[src/rtl/unit_normal_from_three_points_unit_macros.svh]
// ----------------------------------------------------------------------------
// Assertion macros for the triangle normal unit
// Property helpers for the RTL file that carries assertions.
// ----------------------------------------------------------------------------
`ifndef UNIT_NORMAL_FROM_THREE_POINTS_UNIT_MACROS_SVH
`define UNIT_NORMAL_FROM_THREE_POINTS_UNIT_MACROS_SVH

// assert that a condition implies another in the same cycle
`define UNF_ASSERT_IMP(lbl, clk, rst, a, b) \
  lbl: assert property (@(posedge clk) disable iff (rst) (a) |-> (b)) \
    else $error("assertion failed");

// assert that a condition implies another in the next cycle
`define UNF_ASSERT_NEXT(lbl, clk, rst, a, b) \
  lbl: assert property (@(posedge clk) disable iff (rst) (a) |=> (b)) \
    else $error("assertion failed");

`endif

[src/rtl/unf_div.sv]
// ----------------------------------------------------------------------------
// Triangle normal divider stage
// One pipeline step of the restoring divide q = num / den, several bits.
// ----------------------------------------------------------------------------
`default_nettype none
module unf_div #(
  parameter int unsigned NBITS = 48,
  parameter int unsigned DBITS = 33,
  parameter int unsigned QBITS = 15,
  parameter int unsigned STEP  = 3,
  parameter int unsigned FIRST = 14
) (
  input  wire logic             clk,
  input  wire logic             en,
  input  wire logic [NBITS-1:0] rem_in,
  input  wire logic [DBITS-1:0] den_in,
  input  wire logic [QBITS-1:0] quo_in,
  output logic      [NBITS-1:0] rem,
  output logic      [QBITS-1:0] quo
);
  logic [NBITS-1:0] r_next;
  logic [QBITS-1:0] q_next;
  logic [NBITS+QBITS-1:0] trial;

  // resolve quotient bits FIRST down to FIRST-STEP+1
  always_comb begin
    r_next = rem_in;
    q_next = quo_in;
    trial  = '0;
    for (int k = 0; k < STEP; k++) begin
      trial = {{QBITS{1'b0}}, {(NBITS-DBITS){1'b0}}, den_in} << (FIRST - k);
      if ({{QBITS{1'b0}}, r_next} >= trial) begin
        r_next = r_next - trial[NBITS-1:0];
        q_next[FIRST-k] = 1'b1;
      end
    end
  end

  always_ff @(posedge clk) begin
    if (en) begin
      rem <= r_next;
      quo <= q_next;
    end
  end
endmodule
`default_nettype wire

[config.mk]
export PLATFORM = sky130hd
export DESIGN_NAME = unf_div
export DESIGN_NICKNAME = d
export VERILOG_FILES = /design/src/rtl/unit_normal_from_three_points_unit_macros.svh /design/src/rtl/unf_div.sv
export SDC_FILE = /design/constraint.sdc
export NUM_CORES = 1
export LEC_CHECK = 0
export BUFFER_PORTS_ARGS = -buffer_cell sky130_fd_sc_hd__buf_4
export CAP_MARGIN = 20
export CORE_MARGIN = 1.5
export CORE_UTILIZATION = 45
export DETAILED_ROUTE_END_ITERATION = 8
export PLACE_DENSITY = 0.67
export SYNTH_ARGS = -nofsm -noshare
export SYNTH_HDL_FRONTEND = slang
export SYNTH_SLANG_ARGS = --single-unit
[constraint.sdc]
create_clock -name clk -period 13 [get_ports clk]
set_input_delay 1.3 -clock clk [delete_from_list [all_inputs] [get_ports clk]]
set_output_delay 1.3 -clock clk [all_outputs]
set_load 0.03 [all_outputs]
==> impl_results.html <==
<table>
<tr><th>Metric</th><th>Value</th></tr>
<tr><th colspan="2">Clocking</th></tr>
<tr><td>Number of sinks handled by clock tree synthesis</td><td>63</td></tr>
<tr><td>H-Tree Depth</td><td>3</td></tr>
<tr><td>Num CTS Buffers</td><td>9</td></tr>
<tr><td>Clk root buf</td><td>clkbuf_16</td></tr>
<tr><td>Clock transition at the registers of the reported paths</td><td>0.06 ns</td></tr>
<tr><td>CTS tree</td><td>done</td></tr>
<tr><td>Post-CTS repair timing setup buffer count</td><td>0</td></tr>
<tr><td>Largest buffer count on any clock path</td><td>2</td></tr>
<tr><td>Post-CTS sizing</td><td>0</td></tr>
<tr><td>Hold-fix buffers at CTS</td><td>0</td></tr>
<tr><th colspan="2">Floorplan</th></tr>
<tr><td>Die boundary height</td><td>142 um</td></tr>
<tr><td>Starting density of the core</td><td>46.2%</td></tr>
<tr><td>Die width</td><td>142 um</td></tr>
<tr><td>Core area</td><td>18900 sq um</td></tr>
<tr><td>Io pins</td><td>161</td></tr>
<tr><td>Die Footprint</td><td>20200 sq um</td></tr>
<tr><td>Number of placement rows</td><td>50</td></tr>
<tr><th colspan="2">Worst setup path</th></tr>
<tr><td>Cell type of the slowest stage on the worst timing path</td><td>o41ai_1</td></tr>
<tr><td>Startpoint Class</td><td>input pin</td></tr>
<tr><td>Most common cell type on the critical path</td><td>buf_4</td></tr>
<tr><td>Delay contributed by the slowest stage of the critical path</td><td>0.58 ns</td></tr>
<tr><td>Critical Path Source</td><td>rem_in[14]</td></tr>
<tr><td>Highest net fanout along the worst path</td><td>46</td></tr>
<tr><td>Kind of critical path</td><td>in -&gt; reg</td></tr>
<tr><td>Category of the worst setup path capture point</td><td>register</td></tr>
<tr><td>Data required time at the worst endpoint</td><td>13.08 ns</td></tr>
<tr><td>Arrival time worst endpoint</td><td>10.43 ns</td></tr>
<tr><th colspan="2">Global routing</th></tr>
<tr><td>Number of antenna violations at the first check in global routing</td><td>0</td></tr>
<tr><td>Maximum number of pins on one net before global-route repair</td><td>64</td></tr>
<tr><td>Vias in the first global route</td><td>7353</td></tr>
<tr><td>Global route overflow</td><td>0</td></tr>
<tr><td>All-layer global routing usage</td><td>24.1%</td></tr>
<tr><td>Wire length of the first global-routing pass</td><td>38300 um</td></tr>
<tr><th colspan="2">Placed design</th></tr>
<tr><td>Hpwl dp</td><td>20600 um</td></tr>
<tr><td>Routability cong.</td><td>0.945</td></tr>
<tr><td>Port-buffer cells</td><td>160</td></tr>
<tr><th colspan="2">Yosys</th></tr>
<tr><td>Count of synthesis-stage warnings from yosys</td><td>0</td></tr>
<tr><td>Most used DFF post-synth</td><td>edfxtp_1</td></tr>
<tr><td>Post-synthesis async set-or-reset flop share</td><td>0%</td></tr>
<tr><td>Number of synthesized flops with an enable pin</td><td>63</td></tr>
<tr><td>Number of synthesized register bits</td><td>63</td></tr>
<tr><td>Net count after synthesis</td><td>1247</td></tr>
<tr><td>Synthesized instance count</td><td>1047</td></tr>
<tr><td>Fraction of the yosys area taken by sequential cells</td><td>21.7%</td></tr>
<tr><td>Synth cell types</td><td>68</td></tr>
<tr><td>Combined area of all synthesized cells</td><td>8730 sq um</td></tr>
<tr><td>Syn avg cell area</td><td>8.34 sq um</td></tr>
<tr><th colspan="2">Min path</th></tr>
<tr><td>Cells on Worst Hold Path</td><td>1</td></tr>
<tr><td>Capture endpoint of the worst hold path</td><td>quo[2]</td></tr>
<tr><td>Source of the worst hold timing path</td><td>quo_in[2]</td></tr>
<tr><td>HP Class</td><td>in -&gt; reg</td></tr>
<tr><th colspan="2">Timing</th></tr>
<tr><td>Worst Tran Pin Value</td><td>0.780 ns</td></tr>
<tr><td>Final-layout setup total negative slack</td><td>0 ns</td></tr>
<tr><td>Fmax</td><td>0.0966 GHz</td></tr>
<tr><td>RSZ-0062 raised after global routing</td><td>false</td></tr>
<tr><td>Final number of hold-violating endpoints</td><td>0</td></tr>
<tr><td>Pins Over Slew Limit</td><td>0</td></tr>
<tr><td>Final-report setup violation count</td><td>0</td></tr>
<tr><td>Slew HR</td><td>48.0%</td></tr>
<tr><td>Period utilization</td><td>79.6%</td></tr>
<tr><td>Fin crit period</td><td>10.35 ns</td></tr>
<tr><td>Final hold slack</td><td>1.15 ns</td></tr>
<tr><th colspan="2">Power</th></tr>
<tr><td>Clock network fraction of total power</td><td>10.1%</td></tr>
<tr><td>Internal Power</td><td>1.17 mW</td></tr>
<tr><td>Cell Pwr Density</td><td>202 nW/um^2</td></tr>
<tr><td>Leak pwr</td><td>4.69 nW</td></tr>
<tr><td>Net Switching</td><td>0.940 mW</td></tr>
<tr><td>Combinational cell fraction of total power</td><td>73.0%</td></tr>
<tr><td>Maximum ir drop on the vdd rail</td><td>85.1 uV</td></tr>
<tr><td>Reg power frac</td><td>16.9%</td></tr>
<tr><td>Net switching fraction of the power</td><td>44.6%</td></tr>
<tr><th colspan="2">Drt</th></tr>
<tr><td>DRC marker count from the first detailed-route iteration</td><td>688</td></tr>
<tr><td>Routed length per placed instance</td><td>17.1 um</td></tr>
<tr><td>Total via count after detailed routing</td><td>8386</td></tr>
<tr><td>Pre-Repair DR Iteration Count</td><td>5</td></tr>
<tr><td>Detail-routed via count per cell</td><td>5.76</td></tr>
<tr><td>DRT antenna net count</td><td>0</td></tr>
<tr><td>Routed wire length</td><td>24900 um</td></tr>
<tr><td>Remaining routing DRC violations</td><td>0</td></tr>
<tr><th colspan="2">Final layout</th></tr>
<tr><td>Most frequent standard cell in the layout excluding fill and tap cells</td><td>buf_4</td></tr>
<tr><td>Layout cell share with drive strength beyond 1</td><td>20.4%</td></tr>
<tr><td>Final net count</td><td>1391</td></tr>
<tr><td>Fill cell total of the finished layout</td><td>1827</td></tr>
<tr><td>Top library cells by usage in the layout, fill and taps aside</td><td>buf_4, a21oi_1, ha_1</td></tr>
<tr><td>Layout Area Growth over Synthesis</td><td>19.3%</td></tr>
<tr><th colspan="2">Status</th></tr>
<tr><td>Outcome</td><td>finished clean</td></tr>
<tr><th colspan="2">Flow run</th></tr>
<tr><td>Number of violations of the max-capacitance limit</td><td>0</td></tr>
</table>
[power by group through the flow]
stage	Clock, mW	Sequential (mW)	Combinational, mW
after global placement	0	0.359	1.51
after floorplan	0	0.494	1.04
after CTS	0.222	0.357	1.53
final	0.214	0.356	1.54
after global routing	0.230	0.362	1.67
after detailed placement	0	0.361	1.52
[layer usage]
layer / GRT usage [%] / wire length (um)
met1: 36.1 / 12300
met2: 36.4 / 10400
met3: 3.20 / 1800
met4: 5.64 / 354
met5: 0 / 0
[worst max-delay path, delay by kind of cell]
kind | cells | cell delay, ns
multiplexers | 2 | 0.80
AND/OR/NAND/NOR | 8 | 1.48
buffers and inverters | 5 | 0.92
adder cells (fa/ha/maj) | 4 | 1.27
AO/OA/AOI/OAI | 17 | 4.59
[flip-flops by register name (all words and copies together) (netlist names)]
signal / count
rem: 48
quo: 15
[synth_stat cells (4+ instances only)]
| master | count | area, sq um |
|---|---|---|
| a211oi_1 | 11 | 82.6 |
| a21boi_0 | 9 | 67.6 |
| a21o_1 | 38 | 285 |
| a21oi_1 | 134 | 671 |
| a311oi_1 | 4 | 35.0 |
| a31oi_1 | 8 | 50.1 |
| and2_1 | 4 | 25.0 |
| and3_1 | 17 | 106 |
| clkbuf_1 | 26 | 97.6 |
| edfxtp_1 | 63 | 1890 |
| ha_1 | 99 | 1240 |
| inv_1 | 60 | 225 |
| mux2_2 | 28 | 315 |
| mux2_4 | 26 | 390 |
| mux2i_1 | 7 | 70.1 |
| nand2_1 | 71 | 267 |
| nand2b_1 | 12 | 75.1 |
| nand3_1 | 25 | 125 |
| nand4_1 | 19 | 119 |
| nor2_1 | 84 | 315 |
| nor2b_1 | 9 | 56.3 |
| nor3_1 | 16 | 80.1 |
| nor4_1 | 10 | 62.6 |
| o211ai_1 | 15 | 113 |
| o21a_1 | 19 | 143 |
| o21ai_0 | 65 | 325 |
| o21bai_1 | 8 | 60.1 |
| o31ai_1 | 5 | 37.5 |
| or3_1 | 6 | 37.5 |
| xnor2_1 | 56 | 490 |
| xor2_1 | 27 | 236 |
[final cells by class]
type | instances | area [sq um] | area share [%]
antenna | 1 | 2.50 | 0.0240
clock buffer | 9 | 225 | 2.16
sequential | 63 | 1890 | 18.2
inverter | 61 | 229 | 2.20
timing repair buffer | 162 | 1220 | 11.7
multi-input combinational | 894 | 6480 | 62.2
clock inverter | 7 | 47.5 | 0.457
tap | 260 | 325 | 3.12
[metrics by stage]
stage,total power [mW],setup slack (ns),util (%),instance area [sq um],std cells
finish,2.11,2.65,55.1,10400,1457
global route,2.26,1.96,55.1,10400,1456
CTS,2.10,2.78,55.1,10400,1456
detailed placement,1.88,2.44,53.7,10100,1440
global placement,1.87,2.68,53.7,10100,1440
floorplan,1.54,3.68,-,8730,1047
[kinds of logic (layout without fill, tap and decap cells)]
logic type               after synthesis  after routing  synth area share [%]
AO/OA/AOI/OAI                        357            357                  25.8
AND/OR/NAND/NOR                      287            287                  15.8
adder cells (fa/ha/maj)              102            102                  14.9
buffers and inverters                 90            239                  4.13
XOR/XNOR                              83             83                  8.33
multiplexers                          65             65                  9.43
flip-flops                            63             63                  21.7
other                                  0              1                     0
[how the worst max path moves through the flow]
| stage | end | slack, ns |
|---|---|---|
| floorplan | rem[17] | 3.68 |
| global placement | rem[14] | 2.68 |
| detailed placement | rem[14] | 2.44 |
| CTS | rem[14] | 2.78 |
| global route | rem[15] | 1.96 |
| finish | rem[14] | 2.65 |
Note: power is estimated with default switching activity, not from simulation.
